[config.mk]
export PLATFORM = sky130hd
export DESIGN_NAME = rect_overlap_merge_split_unit
export DESIGN_NICKNAME = d
export VERILOG_FILES = /design/src/hdl/romsu_pkg.sv /design/src/hdl/rect_overlap_merge_split_unit.sv /design/src/hdl/romsu_front.sv /design/src/hdl/romsu_queue.sv /design/src/hdl/romsu_back.sv
export VERILOG_INCLUDE_DIRS = /design/src /design/src/hdl
export SDC_FILE = /design/constraint.sdc
export NUM_CORES = 1
export LEC_CHECK = 0
export ABC_AREA = 1
export BUFFER_PORTS_ARGS = -buffer_cell sky130_fd_sc_hd__buf_4
export CAP_MARGIN = 10
export CORE_ASPECT_RATIO = 2
export CORE_MARGIN = 2
export CORE_UTILIZATION = 50
export DETAILED_ROUTE_END_ITERATION = 6
export PLACE_DENSITY = 0.69
export SLEW_MARGIN = 20
export SYNTH_ARGS = -nofsm -noshare
export SYNTH_HDL_FRONTEND = slang
export SYNTH_HIERARCHICAL = 1
export SYNTH_SLANG_ARGS = --single-unit
[constraint.sdc]
create_clock -name i_clk -period 8.4 [get_ports i_clk]
set_input_delay 1.26 -clock i_clk [delete_from_list [all_inputs] [get_ports i_clk]]
set_output_delay 1.26 -clock i_clk [all_outputs]
set_load 0.1 [all_outputs]
[src/hdl/rect_overlap_merge_split_unit_assert.svh]
// ----------------------------------------------------------------------------
// rect_overlap_merge_split_unit_assert
// assertion helpers for the rectangle merge / split unit
// ----------------------------------------------------------------------------
`ifndef RECT_OVERLAP_MERGE_SPLIT_UNIT_ASSERT_SVH
`define RECT_OVERLAP_MERGE_SPLIT_UNIT_ASSERT_SVH

// same-cycle implication, disabled while reset is held
`define ROMSU_ASSERT_NOW(lbl, clk, rst_n, ante, cons, msg) \
    lbl: assert property (@(posedge clk) disable iff (!(rst_n)) (ante) |-> (cons)) \
        else $error(msg);

// next-cycle implication, disabled while reset is held
`define ROMSU_ASSERT_NEXT(lbl, clk, rst_n, ante, cons, msg) \
    lbl: assert property (@(posedge clk) disable iff (!(rst_n)) (ante) |=> (cons)) \
        else $error(msg);

`endif

[src/hdl/romsu_pkg.sv]
// ----------------------------------------------------------------------------
// romsu_pkg
// types, codes and edge helpers shared by the rectangle merge / split unit
// ----------------------------------------------------------------------------
package romsu_pkg;

    localparam int C_COORD_W = 16;

    localparam logic signed [C_COORD_W-1:0] C_COORD_MAX = {1'b0, {(C_COORD_W-1){1'b1}}};
    localparam logic signed [C_COORD_W-1:0] C_COORD_MIN = {1'b1, {(C_COORD_W-1){1'b0}}};

    // action codes
    localparam logic C_ACT_MERGE = 1'b0;
    localparam logic C_ACT_SPLIT = 1'b1;

    // overlap case bits
    localparam logic [3:0] C_CASE_LEFT   = 4'h8;
    localparam logic [3:0] C_CASE_TOP    = 4'h4;
    localparam logic [3:0] C_CASE_RIGHT  = 4'h2;
    localparam logic [3:0] C_CASE_BOTTOM = 4'h1;
    localparam logic [3:0] C_CASE_MASK   = 4'hf;

    // overlap cases, named by which edges of A lie past the same edge of B
    // (left, top, right, bottom)
    localparam logic [3:0] C_OV_NONE = 4'h0;
    localparam logic [3:0] C_OV_B    = 4'h1;
    localparam logic [3:0] C_OV_R    = 4'h2;
    localparam logic [3:0] C_OV_RB   = 4'h3;
    localparam logic [3:0] C_OV_T    = 4'h4;
    localparam logic [3:0] C_OV_TB   = 4'h5;
    localparam logic [3:0] C_OV_TR   = 4'h6;
    localparam logic [3:0] C_OV_TRB  = 4'h7;
    localparam logic [3:0] C_OV_L    = 4'h8;
    localparam logic [3:0] C_OV_LB   = 4'h9;
    localparam logic [3:0] C_OV_LR   = 4'ha;
    localparam logic [3:0] C_OV_LRB  = 4'hb;
    localparam logic [3:0] C_OV_LT   = 4'hc;
    localparam logic [3:0] C_OV_LTB  = 4'hd;
    localparam logic [3:0] C_OV_LTR  = 4'he;
    localparam logic [3:0] C_OV_LTRB = 4'hf;

    typedef logic signed [C_COORD_W-1:0] t_coord;

    typedef struct packed {
        t_coord left;
        t_coord top;
        t_coord right;
        t_coord bottom;
    } t_rect;

    typedef struct packed {
        logic   action;
        t_coord a_left;
        t_coord a_top;
        t_coord a_right;
        t_coord a_bottom;
        t_coord b_left;
        t_coord b_top;
        t_coord b_right;
        t_coord b_bottom;
    } t_item;

    typedef struct packed {
        t_coord     rect_left;
        t_coord     rect_top;
        t_coord     rect_right;
        t_coord     rect_bottom;
        logic [1:0] slot;
        logic [1:0] rect_count;
        logic       empty_res;
        logic       last;
    } t_result;

    // classified item handed from front to back
    typedef struct packed {
        logic       action;
        logic [3:0] code;
        t_rect      a;
        t_rect      b;
    } t_job;

    // saturating edge step
    function automatic t_coord f_inc(t_coord v);
        return (v == C_COORD_MAX) ? v : t_coord'(v + t_coord'(1));
    endfunction

    function automatic t_coord f_dec(t_coord v);
        return (v == C_COORD_MIN) ? v : t_coord'(v - t_coord'(1));
    endfunction

    function automatic t_rect f_mk(t_coord l, t_coord t, t_coord r, t_coord b);
        t_rect x;
        x.left   = l;
        x.top    = t;
        x.right  = r;
        x.bottom = b;
        return x;
    endfunction

endpackage

[src/hdl/rect_overlap_merge_split_unit.sv]
// ----------------------------------------------------------------------------
// rect_overlap_merge_split_unit
// disjoint union (merge) or difference (split) of two inclusive rectangles
// ----------------------------------------------------------------------------
// usage
//   input: drive i_item and raise start; the item is taken at a rising edge
//   where start is high and busy is low. busy rises only when the job queue
//   is full, so several items may be in flight at once
//   output: each result rectangle sits on o_result for one cycle with
//   o_strobe high; the receiver cannot stall, results never wait
//   an item gives rect_count results in slots 0..rect_count-1, last on the
//   final one; when split leaves nothing, one result with empty_res set
// path: an accepted item goes through the job queue, the back end's
//   rectangle registers and the registered result port
// sending: one rectangle per cycle from the back end to the single result
//   port; the next queued job is taken as a job's last result is registered
// reset: synchronous, active low; empties the queue and drops any results
//   still to be sent. o_strobe is low after reset
// ----------------------------------------------------------------------------
module rect_overlap_merge_split_unit #(
    parameter int QUEUE_DEPTH = 2
) (
    input  logic               i_clk,
    input  logic               i_rst_n,
    input  logic               start,
    output logic               busy,
    input  romsu_pkg::t_item   i_item,
    output logic               o_strobe,
    output romsu_pkg::t_result o_result
);

    localparam int JOB_W = $bits(romsu_pkg::t_job);

    // front to queue
    logic            push;
    romsu_pkg::t_job front_job;

    // queue to back
    logic            q_valid, q_full, pop;
    logic [JOB_W-1:0] q_data;
    romsu_pkg::t_job head_job;

    assign busy     = q_full;
    assign head_job = romsu_pkg::t_job'(q_data);

    // classify the overlap case as the item comes in
    romsu_front u_front (
        .i_start (start),
        .i_full  (q_full),
        .i_item  (i_item),
        .o_push  (push),
        .o_job   (front_job)
    );

    // decouples intake from result sending
    romsu_queue #(
        .P_WIDTH (JOB_W),
        .P_DEPTH (QUEUE_DEPTH)
    ) u_queue (
        .i_clk   (i_clk),
        .i_rst_n (i_rst_n),
        .i_push  (push),
        .i_data  (JOB_W'(front_job)),
        .i_pop   (pop),
        .o_valid (q_valid),
        .o_full  (q_full),
        .o_data  (q_data)
    );

    // edge arithmetic and one result per cycle
    romsu_back u_back (
        .i_clk    (i_clk),
        .i_rst_n  (i_rst_n),
        .i_valid  (q_valid),
        .i_job    (head_job),
        .o_pop    (pop),
        .o_strobe (o_strobe),
        .o_result (o_result)
    );

`include "rect_overlap_merge_split_unit_assert.svh"

    // the closing result of an item sits in its highest slot
    `ROMSU_ASSERT_NOW(a_last_slot, i_clk, i_rst_n, o_strobe && o_result.last && !o_result.empty_res, o_result.slot == 2'(o_result.rect_count - 2'd1), "last result not in top slot")

    // an empty result stands alone
    `ROMSU_ASSERT_NOW(a_empty_alone, i_clk, i_rst_n, o_strobe && o_result.empty_res, o_result.last && (o_result.rect_count == 2'd0) && (o_result.slot == 2'd0), "empty result malformed")

    // results of one item follow back to back in rising slots
    `ROMSU_ASSERT_NEXT(a_slot_run, i_clk, i_rst_n, o_strobe && !o_result.last, o_strobe && (o_result.slot == 2'($past(o_result.slot) + 2'd1)), "gap or slot skip within an item")

endmodule

[src/hdl/romsu_front.sv]
// ----------------------------------------------------------------------------
// romsu_front
// takes an item, forms the 4-bit overlap case and pushes the job to the queue
// ----------------------------------------------------------------------------
module romsu_front (
    input  logic            i_start,
    input  logic            i_full,
    input  romsu_pkg::t_item i_item,
    output logic            o_push,
    output romsu_pkg::t_job  o_job
);

    logic [3:0] code;

    always_comb begin
        code = 4'h0;
        if (i_item.a_left > i_item.b_left) begin
            code = code | romsu_pkg::C_CASE_LEFT;
        end
        if (i_item.a_top > i_item.b_top) begin
            code = code | romsu_pkg::C_CASE_TOP;
        end
        if (i_item.a_right > i_item.b_right) begin
            code = code | romsu_pkg::C_CASE_RIGHT;
        end
        if (i_item.a_bottom > i_item.b_bottom) begin
            code = code | romsu_pkg::C_CASE_BOTTOM;
        end
        code = code & romsu_pkg::C_CASE_MASK;
    end

    assign o_push       = i_start && !i_full;
    assign o_job.action = i_item.action;
    assign o_job.code   = code;
    assign o_job.a      = romsu_pkg::f_mk(i_item.a_left, i_item.a_top,
                                          i_item.a_right, i_item.a_bottom);
    assign o_job.b      = romsu_pkg::f_mk(i_item.b_left, i_item.b_top,
                                          i_item.b_right, i_item.b_bottom);

endmodule

[src/hdl/romsu_queue.sv]
// ----------------------------------------------------------------------------
// romsu_queue
// short first-in first-out queue of jobs between front and back
// ----------------------------------------------------------------------------
module romsu_queue #(
    parameter int P_WIDTH = 8,
    parameter int P_DEPTH = 2
) (
    input  logic               i_clk,
    input  logic               i_rst_n,
    input  logic               i_push,
    input  logic [P_WIDTH-1:0] i_data,
    input  logic               i_pop,
    output logic               o_valid,
    output logic               o_full,
    output logic [P_WIDTH-1:0] o_data
);

    localparam int PTR_W = (P_DEPTH > 1) ? $clog2(P_DEPTH) : 1;
    localparam int CNT_W = $clog2(P_DEPTH + 1);
    localparam logic [PTR_W-1:0] PTR_LAST = PTR_W'(P_DEPTH - 1);
    localparam logic [CNT_W-1:0] CNT_FULL = CNT_W'(P_DEPTH);

    logic [P_WIDTH-1:0] r_mem [P_DEPTH];
    logic [PTR_W-1:0]   r_wr_ptr, n_wr_ptr;
    logic [PTR_W-1:0]   r_rd_ptr, n_rd_ptr;
    logic [CNT_W-1:0]   r_cnt, n_cnt;
    logic               do_push, do_pop;

    assign o_valid = (r_cnt != '0);
    assign o_full  = (r_cnt == CNT_FULL);
    assign o_data  = r_mem[r_rd_ptr];
    assign do_push = i_push && !o_full;
    assign do_pop  = i_pop && o_valid;

    always_comb begin
        n_wr_ptr = r_wr_ptr;
        n_rd_ptr = r_rd_ptr;
        n_cnt    = r_cnt;
        if (do_push) begin
            n_wr_ptr = (r_wr_ptr == PTR_LAST) ? '0 : PTR_W'(r_wr_ptr + 1'b1);
        end
        if (do_pop) begin
            n_rd_ptr = (r_rd_ptr == PTR_LAST) ? '0 : PTR_W'(r_rd_ptr + 1'b1);
        end
        if (do_push && !do_pop) begin
            n_cnt = CNT_W'(r_cnt + 1'b1);
        end else if (do_pop && !do_push) begin
            n_cnt = CNT_W'(r_cnt - 1'b1);
        end
    end

    always_ff @(posedge i_clk) begin
        if (!i_rst_n) begin
            r_wr_ptr <= '0;
            r_rd_ptr <= '0;
            r_cnt    <= '0;
        end else begin
            r_wr_ptr <= n_wr_ptr;
            r_rd_ptr <= n_rd_ptr;
            r_cnt    <= n_cnt;
        end
    end

    always_ff @(posedge i_clk) begin
        if (do_push) begin
            r_mem[r_wr_ptr] <= i_data;
        end
    end

endmodule

[src/hdl/romsu_back.sv]
// ----------------------------------------------------------------------------
// romsu_back
// works out the result rectangles of a job and sends them one per cycle
// ----------------------------------------------------------------------------
module romsu_back (
    input  logic               i_clk,
    input  logic               i_rst_n,
    input  logic               i_valid,
    input  romsu_pkg::t_job    i_job,
    output logic               o_pop,
    output logic               o_strobe,
    output romsu_pkg::t_result o_result
);

    romsu_pkg::t_rect  ra, rb, rx, ea;
    romsu_pkg::t_coord al, at, ar, ab, bl, bt, br, bb;
    logic [1:0]        n;

    romsu_pkg::t_rect  r_rect [3];
    logic [1:0]        r_idx, r_count, r_last;
    logic              r_active, r_strobe;
    romsu_pkg::t_result r_out, n_out;
    romsu_pkg::t_rect  sel;
    logic              done, take;

    assign al = i_job.a.left;
    assign at = i_job.a.top;
    assign ar = i_job.a.right;
    assign ab = i_job.a.bottom;
    assign bl = i_job.b.left;
    assign bt = i_job.b.top;
    assign br = i_job.b.right;
    assign bb = i_job.b.bottom;

    // per-case edge arithmetic
    always_comb begin
        ra = i_job.a;
        rb = i_job.b;
        rx = '0;
        n  = 2'd1;
        if (i_job.action == romsu_pkg::C_ACT_MERGE) begin
            case (i_job.code)
                romsu_pkg::C_OV_NONE: begin
                    rx = romsu_pkg::f_mk(romsu_pkg::f_inc(ar), bt, br, bb);
                    rb.right = ar;
                    rb.top = romsu_pkg::f_inc(ab);
                    n = 2'd3;
                end
                romsu_pkg::C_OV_B: begin rb.left = romsu_pkg::f_inc(ar); n = 2'd2; end
                romsu_pkg::C_OV_R: begin rb.top = romsu_pkg::f_inc(ab); n = 2'd2; end
                romsu_pkg::C_OV_RB: begin n = 2'd1; end
                romsu_pkg::C_OV_T: begin ra.right = romsu_pkg::f_dec(bl); n = 2'd2; end
                romsu_pkg::C_OV_TB: begin
                    rx = romsu_pkg::f_mk(romsu_pkg::f_inc(ar), bt, br, bb);
                    rb.right = ar;
                    rb.bottom = romsu_pkg::f_dec(at);
                    n = 2'd3;
                end
                romsu_pkg::C_OV_TR: begin
                    rx = romsu_pkg::f_mk(bl, bt, br, romsu_pkg::f_dec(at));
                    rb.top = romsu_pkg::f_inc(ab);
                    n = 2'd3;
                end
                romsu_pkg::C_OV_TRB: begin rb.bottom = romsu_pkg::f_dec(at); n = 2'd2; end
                romsu_pkg::C_OV_L: begin ra.bottom = romsu_pkg::f_dec(bt); n = 2'd2; end
                romsu_pkg::C_OV_LB: begin
                    rx = romsu_pkg::f_mk(bl, bt, romsu_pkg::f_dec(al), bb);
                    rb.left = romsu_pkg::f_inc(ar);
                    n = 2'd3;
                end
                romsu_pkg::C_OV_LR: begin
                    rx = romsu_pkg::f_mk(bl, bt, romsu_pkg::f_dec(al), bb);
                    rb.left = al;
                    rb.top = romsu_pkg::f_inc(ab);
                    n = 2'd3;
                end
                romsu_pkg::C_OV_LRB: begin rb.right = romsu_pkg::f_dec(al); n = 2'd2; end
                romsu_pkg::C_OV_LT: begin ra = i_job.b; n = 2'd1; end
                romsu_pkg::C_OV_LTB: begin ra.top = romsu_pkg::f_inc(bb); n = 2'd2; end
                romsu_pkg::C_OV_LTR: begin ra.left = romsu_pkg::f_inc(br); n = 2'd2; end
                default: begin
                    rx = romsu_pkg::f_mk(bl, bt, romsu_pkg::f_dec(al), bb);
                    rb.left = al;
                    rb.bottom = romsu_pkg::f_dec(at);
                    n = 2'd3;
                end
            endcase
        end else begin
            case (i_job.code)
                romsu_pkg::C_OV_NONE: begin
                    rb = romsu_pkg::f_mk(al, bt, romsu_pkg::f_dec(bl), ab);
                    ra.bottom = romsu_pkg::f_dec(bt);
                    n = 2'd2;
                end
                romsu_pkg::C_OV_B: begin
                    rx = romsu_pkg::f_mk(al, romsu_pkg::f_inc(bb), ar, ab);
                    rb = romsu_pkg::f_mk(al, bt, romsu_pkg::f_dec(bl), bb);
                    ra.bottom = romsu_pkg::f_dec(bt);
                    n = 2'd3;
                end
                romsu_pkg::C_OV_R: begin
                    rx = romsu_pkg::f_mk(romsu_pkg::f_inc(br), at, ar, ab);
                    rb = romsu_pkg::f_mk(bl, at, br, romsu_pkg::f_dec(bt));
                    ra.right = romsu_pkg::f_dec(bl);
                    n = 2'd3;
                end
                romsu_pkg::C_OV_RB: begin n = 2'd1; end
                romsu_pkg::C_OV_T: begin ra.right = romsu_pkg::f_dec(bl); n = 2'd1; end
                romsu_pkg::C_OV_TB: begin
                    rb = romsu_pkg::f_mk(bl, romsu_pkg::f_inc(bb), ar, ab);
                    ra.right = romsu_pkg::f_dec(bl);
                    n = 2'd2;
                end
                romsu_pkg::C_OV_TR: begin
                    rb = romsu_pkg::f_mk(romsu_pkg::f_inc(br), at, ar, ab);
                    ra.right = romsu_pkg::f_dec(bl);
                    n = 2'd2;
                end
                romsu_pkg::C_OV_TRB: begin
                    rx = romsu_pkg::f_mk(romsu_pkg::f_inc(br), at, ar, ab);
                    rb = romsu_pkg::f_mk(bl, romsu_pkg::f_inc(bb), br, ab);
                    ra.right = romsu_pkg::f_dec(bl);
                    n = 2'd3;
                end
                romsu_pkg::C_OV_L: begin ra.bottom = romsu_pkg::f_dec(bt); n = 2'd1; end
                romsu_pkg::C_OV_LB: begin
                    rb = romsu_pkg::f_mk(al, romsu_pkg::f_inc(bb), ar, ab);
                    ra.bottom = romsu_pkg::f_dec(bt);
                    n = 2'd2;
                end
                romsu_pkg::C_OV_LR: begin
                    rb = romsu_pkg::f_mk(romsu_pkg::f_inc(br), bt, ar, ab);
                    ra.bottom = romsu_pkg::f_dec(bt);
                    n = 2'd2;
                end
                romsu_pkg::C_OV_LRB: begin
                    rx = romsu_pkg::f_mk(al, romsu_pkg::f_inc(bb), ar, ab);
                    rb = romsu_pkg::f_mk(romsu_pkg::f_inc(br), bt, ar, bb);
                    ra.bottom = romsu_pkg::f_dec(bt);
                    n = 2'd3;
                end
                romsu_pkg::C_OV_LT: begin n = 2'd0; end
                romsu_pkg::C_OV_LTB: begin ra.top = romsu_pkg::f_inc(bb); n = 2'd1; end
                romsu_pkg::C_OV_LTR: begin ra.left = romsu_pkg::f_inc(br); n = 2'd1; end
                default: begin
                    rb = romsu_pkg::f_mk(romsu_pkg::f_inc(br), at, ar, bb);
                    ra.top = romsu_pkg::f_inc(bb);
                    n = 2'd2;
                end
            endcase
        end
    end

    // nothing left: a single all-zero result
    assign ea = (n == 2'd0) ? '0 : ra;

    assign done = r_active && (r_idx == r_last);
    assign take = i_valid && (!r_active || done);
    assign o_pop = take;

    always_comb begin
        case (r_idx)
            2'd0:    sel = r_rect[0];
            2'd1:    sel = r_rect[1];
            default: sel = r_rect[2];
        endcase
        n_out.rect_left   = sel.left;
        n_out.rect_top    = sel.top;
        n_out.rect_right  = sel.right;
        n_out.rect_bottom = sel.bottom;
        n_out.slot        = r_idx;
        n_out.rect_count  = r_count;
        n_out.empty_res   = (r_count == 2'd0);
        n_out.last        = (r_idx == r_last);
    end

    always_ff @(posedge i_clk) begin
        if (!i_rst_n) begin
            r_active <= 1'b0;
            r_idx    <= 2'd0;
            r_strobe <= 1'b0;
        end else begin
            r_strobe <= r_active;
            if (take) begin
                r_active <= 1'b1;
                r_idx    <= 2'd0;
            end else if (done) begin
                r_active <= 1'b0;
            end else if (r_active) begin
                r_idx <= 2'(r_idx + 1'b1);
            end
        end
    end

    always_ff @(posedge i_clk) begin
        if (r_active) begin
            r_out <= n_out;
        end
        if (take) begin
            r_rect[0] <= ea;
            r_rect[1] <= rb;
            r_rect[2] <= rx;
            r_count   <= n;
            r_last    <= (n == 2'd0) ? 2'd0 : 2'(n - 2'd1);
        end
    end

    assign o_strobe = r_strobe;
    assign o_result = r_out;

endmodule
==> reports/results.txt, run 1 <==
DIE AREA: 68300 um^2
Pint: 8.08 mW
Most frequent cells in the layout: 1188 x nand2_1, 532 x edfxtp_1, 321 x inv_1
Cts-stage hold buffer count: 0
H-Tree Depth: 2
Largest delay share family, worst path: buffers and inverters
Routed vias/inst: 5.97
Relative slew margins: 18.8%
# DRC: 0
Total wire length: 120 mm
Critical Path End Type: flip-flop
Fin nets: 4032
Period utilization: 65.4%
Critical Path RT: 8770 ps
Final Skew: 31.3 ps
YS warnings: 6
Largest net degree at the start of global routing: 134
Critical Path AT: 5860 ps
Max Slew Vio Count: 0
Filler Cells Inserted: 6155
Post-synth EDFFs: 532
Post-Syn Area: 33000 um^2
Ys async rst share: 0%
Placed inst area: 34200 um^2
Vias in the first global route: 26400
Crit-path most repeated cell: nand2_1
Initial Util: 50.4%
Core ar.: 65600 um^2
Worst vdd ir: 0.000419 V
Hpwl dp: 91.0 mm
Synth Instances: 3832
CTS Sinks: 541
Net Sw Frac: 51.5%
Global Route Usage Sum: 34.9%
Clock Root Buffer: clkbuf_16
CTS Buffer Depth: 3
Time the worst path needs with I/O delays and setup: 5500 ps
Wire per inst: 25.3 um
CTS tree: yes
Drt initial violations: 4060
Ys flop type: edfxtp_1
Status: completed
Hold crit path type: reg2reg
Io pins: 204
Sequential power share: 28.5%
Area share of the leading cell type in the synthesized netlist: 48.4%
Crit path max-delay cell type: clkinv_1
First-pass GRT wire length: 174 mm
Synth Register Bits: 541
Max incr delay on CP: 800 ps
Clock Power Share: 13.7%
RSZ-0062 raised after global routing: no
Critical path buffer and inverter count: 4
Synthesized net count: 4040
Leak: 15.1 nW
Power Total: 16.7 mW
Comb pwr share: 57.9%
Post-route cell area: 35800 um^2
Pre-antenna DRT Iters: 7
Max Freq: 182 MHz
PwrDens: 465 nW/um^2
Syn avg cell area: 8.62 um^2
Kind of critical path: reg2reg
Post-cts sizing count: 0
Leading area contributor after synthesis: edfxtp_1
Count of different cell masters after synthesis: 49
TNS Setup: 0 ps
# diodes: 0
IO Port Bufs: 203
Startpoint types: flip-flop
Endpoints failing setup: 0
Share of layout cells above drive strength 1: 13.0%
Antenna viol nets, final: 0
Vias: 28300
Synthesis-to-layout area growth: 8.50%
Slew @ Worst Pin: 1220 ps
Total CTS buffers: 48
MaxCap Viol Count: 0
CP max FO: 49
Leading cell type in the layout, fill and taps excluded: nand2_1
Routability-driven placement congestion ratio: 1.08
CP cell instances: mux2_2 -> inv_2 -> nor2_2 -> nand2_1 -> nand2_1 -> inv_2 -> nand2_1 -> nor2_1 -> nand3_1 -> nand2_1 -> ha_2 -> buf_4 -> clkinv_1 -> o21ai_0 -> nor2_1
Die height: 367 um
Sw power: 8.57 mW
Initial antenna violation count: 2
Floorplan row count: 133
GR Overflow Total: 0
Clock slew at reported path FFs: 80 ps
Sequential area share after synthesis: 48.9%
Die width: 186 um
Final Hold Fails: 0
Area contributors post-synth: edfxtp_1 48%, nand2_1 14%, nand3_1 4.1%
Setup Buffers After CTS: 0
Worst-Skew Late Latency: 630 ps
power groups by stage:
stage	clock [mW]	combinational, mW	sequential (mW)
final	2.27	9.64	4.75
after global routing	2.40	10.1	4.84
after CTS	2.31	9.29	4.75
after detailed placement	0	9.26	4.81
after global placement	0	9.30	4.77
after floorplan	0	5.14	5.96
per-layer routing:
metal  vias to the layer above  GRT usage [%]  part of all wire [%]
li1                      12900              -                     -
met1                     13300           47.8                    40
met2                      1792           52.7                    44
met3                       346           5.48                   9.7
met4                         4           19.5                   6.6
met5                         -              0                 0.022
sequential cells by signal, indices dropped and copies added, names as in the netlist, named ones only:
signal	cells
u_back/r_count	2
u_back/r_last	2
u_back/o_strobe	1
u_queue/r_cnt	2
u_back/r_active	1
u_queue/r_mem	266
u_queue/r_wr_ptr	1
u_back/r_idx	2
u_back/r_rect	192
u_queue/r_rd_ptr	1
u_back/o_result	70
synthesized netlist by cell type, types with 16 or more instances:
cell type	instances
nand2_1	1188
edfxtp_1	532
inv_1	323
nor2_1	288
nand3_1	272
a21oi_1	171
o21ai_0	154
buf_4	131
clkbuf_1	105
ha_1	76
a22oi_1	74
mux2_4	70
nand4_1	69
o22ai_1	64
mux2_2	63
xor2_1	32
buf_2	29
nor3_1	20
inv_2	16
o211ai_1	16
worst paths after layout:
check	startpoint	to	slack, ps	cells past startpoint
max	flip-flop	u_back/r_rect[0][34]	2910	15
max reg2reg	flip-flop	u_back/r_rect[0][34]	2910	15
min	u_back/r_idx[1]	u_back/o_result[5]	480	0
min reg2reg	u_back/r_idx[1]	u_back/o_result[5]	480	0
area by class of cell:
cell class	instances	area, um^2	area share [%]
flip-flops and latches	541	16200	45.1
multi-input cells	2655	13900	38.8
repair buffers	232	1760	4.91
inverters	346	1310	3.65
clock buffers	52	1220	3.39
well taps	877	1100	3.06
clock inverters	35	385	1.08
kinds of logic after synthesis:
logic type      after synthesis  synth area share, %
simple gates               1873                 23.3
compound gates              538                 9.53
mux                         133                 5.33
xor+xnor                     35                0.928
fa+ha+maj                    76                 2.88
buf+inv                     636                 9.08
flops                       541                 48.9
through the flow:
step           std cells  hold WS [ps]  utilization [%]  setup WS, ps
5_1_grt             4738           494             54.7          2780
6_report            4738           479             54.7          2910
2_1_floorplan       3832           427                -           721
3_5_place_dp        4650           446             52.2          3130
3_3_place_gp        4650           438             52.2          3180
4_1_cts             4737           481             54.6          3120
Note: power is estimated with default switching activity, not from simulation.
==> inputs of run 2 (changes only) <==
--- a/config.mk
+++ b/config.mk
@@ -13,7 +13,7 @@
 export CORE_MARGIN = 2
 export CORE_UTILIZATION = 50
 export DETAILED_ROUTE_END_ITERATION = 6
-export PLACE_DENSITY = 0.69
+export PLACE_DENSITY = 0.71
 export SLEW_MARGIN = 20
 export SYNTH_ARGS = -nofsm -noshare
 export SYNTH_HDL_FRONTEND = slang
==> constraint.sdc (replaced) <==
create_clock -name i_clk -period 4.45 [get_ports i_clk]
set_input_delay 0.6675 -clock i_clk [delete_from_list [all_inputs] [get_ports i_clk]]
set_output_delay 0.6675 -clock i_clk [all_outputs]
set_load 0.1 [all_outputs]
==> run 2 against run 1 <==
Compared with the run above: fmax grew 41%; largest power group unchanged; via count rose by 2.3%; final cell count up 0.87%; power is 93% higher; clock skew decreased by 1.3 ps; global-route usage is 2.0 points higher; register-to-register slack got worse by 2400 ps; clock power increased by 90%; utilization rose by 0.61 points; flip-flop and latch count is the same; sequential share of layout area decreased by 0.49 points; critical path type unchanged.
==> reports/results.txt, run 2 (synthesized netlist as in run 1, its figures left out) <==
Hold path depth: 1
Antenna viol nets, final: 0
Max Freq: 257 MHz
Startpoint types: flip-flop
Vias: 29000
H-Tree Depth: 2
Reg2Reg Setup Slack: 550 ps
Critical Path RT: 4820 ps
Die height: 367 um
Worst-Skew Late Latency: 640 ps
Crit-path most repeated cell: nand2_1
Core ar.: 65600 um^2
Non-Filler Instances: 4779
Top reg by flops: u_queue/r_mem
Max reg flops: 266
Setup Buffers After CTS: 0
Hpwl dp: 93.7 mm
Leak: 15.3 nW
Status: completed
RR Endpoint: u_back/r_rect[0][34]
Drt initial violations: 3603
Clock slew at reported path FFs: 70 ps
Worst vdd ir: 0.000845 V
# DRC: 0
Filler Cells Inserted: 6100
Crit path max-delay cell type: clkinv_1
Placed inst area: 34600 um^2
Share of layout cells above drive strength 1: 14.1%
Hold Path End: u_queue/r_mem[1][43]
Routability-driven placement congestion ratio: 1.05
Total CTS buffers: 50
Final Hold Fails: 0
Pre-antenna DRT Iters: 6
Pre-CTS worst setup slack: 638 ps
Placed insts: 4687
Hold crit path type: in2reg
RSZ-0062 raised after global routing: no
Cts-stage hold buffer count: 0
Synthesis-to-layout area growth: 9.70%
Vias in the first global route: 27600
Fin nets: 4070
Time the worst path needs with I/O delays and setup: 3900 ps
Post-route cell area: 36200 um^2
CTS Buffer Depth: 3
Critical Path End Type: flip-flop
Endpoints failing setup: 0
Max incr delay on CP: 820 ps
DIE AREA: 68300 um^2
PwrDens: 887 nW/um^2
Routed vias/inst: 6.06
Relative slew margins: 27.4%
Leading cell type in the layout, fill and taps excluded: nand2_1
CTS tree: yes
CTS Sinks: 541
CP max FO: 18
Critical Path AT: 4260 ps
Initial antenna violation count: 4
IO Port Bufs: 203
Setup ws final: 554 ps
Kind of critical path: reg2reg
Floorplan row count: 133
GR Overflow Total: 0
MaxCap Viol Count: 0
CP cell instances: mux2_2 -> nand2_1 -> nor2_2 -> nor2_4 -> nand2_1 -> nor2_1 -> nand3_1 -> nand2_1 -> ha_2 -> clkinv_1 -> o21ai_0 -> nor2_1
Largest net degree at the start of global routing: 167
Final Skew: 30.0 ps
Post-cts sizing count: 0
Period utilization: 87.6%
R2R cell count: 12
Initial Util: 50.4%
Total wire length: 127 mm
# diodes: 0
Slew @ Worst Pin: 1090 ps
Clock Root Buffer: clkbuf_16
Global Route Usage Sum: 36.9%
First-pass GRT wire length: 183 mm
Io pins: 204
TNS Setup: 0 ps
Die width: 186 um
Wire per inst: 26.7 um
Hold Slack: 223 ps
Max Slew Vio Count: 0
HP Start: i_item[43]
Most frequent cells in the layout: 1186 x nand2_1, 532 x edfxtp_1, 320 x inv_1
## run 2: cell types whose count changed in the layout (fill, tap and decap cells not counted), moves of 4 or more
cell	previous run	this run
buf_4	230	259
buf_12	1	9
clkinvlp_4	4	9
bufinv_16	6	2
inv_6	8	4
inv_8	2	6
## run 2: per-layer routing
layer | GRT usage, % | wire length [um]
met1 | 49.8 | 50300
met2 | 56.8 | 57400
met3 | 6.70 | 12300
met4 | 18.3 | 7410
met5 | 0 | 63
## run 2: report_power, final
group          total (mW)  internal, mW  switching (mW)
logic                18.9          4.67            14.2
registers            8.99          8.48           0.506
clock network        4.31          2.23            2.08
## run 2: stage by stage
stage	power (mW)	utilization [%]
floorplan	20.9	-
global placement	27.2	52.8
detailed placement	27.2	52.8
CTS	31.5	55.3
global route	33.4	55.3
finish	32.2	55.3
## run 2: worst max-delay path by stage
stage,from,endpoint,slack (ps)
floorplan,u_queue/r_cnt[1],u_queue/r_mem[0][0],-620
global placement,flip-flop,u_back/r_rect[0][23],700
detailed placement,flip-flop,u_back/r_rect[0][34],640
CTS,flip-flop,u_back/r_rect[0][34],610
global route,flip-flop,u_back/r_rect[0][34],420
finish,flip-flop,u_back/r_rect[0][34],550
## run 2: final cells by class
type	count	area, um^2	area share [%]
clock buffers	54	1270	3.49
clock inverters	38	337	0.929
inverters	346	1310	3.61
multi-input cells	2655	13900	38.5
flip-flops and latches	541	16200	44.6
well taps	877	1100	3.03
repair buffers	268	2120	5.86
## run 2: worst max-delay path, delay by kind of cell (launching register included)
family          cells  cell delay (ps)
simple gates        8             1300
buf+inv             1              820
flops               1              470
mux                 1              460
fa+ha+maj           1              210
compound gates      1              360
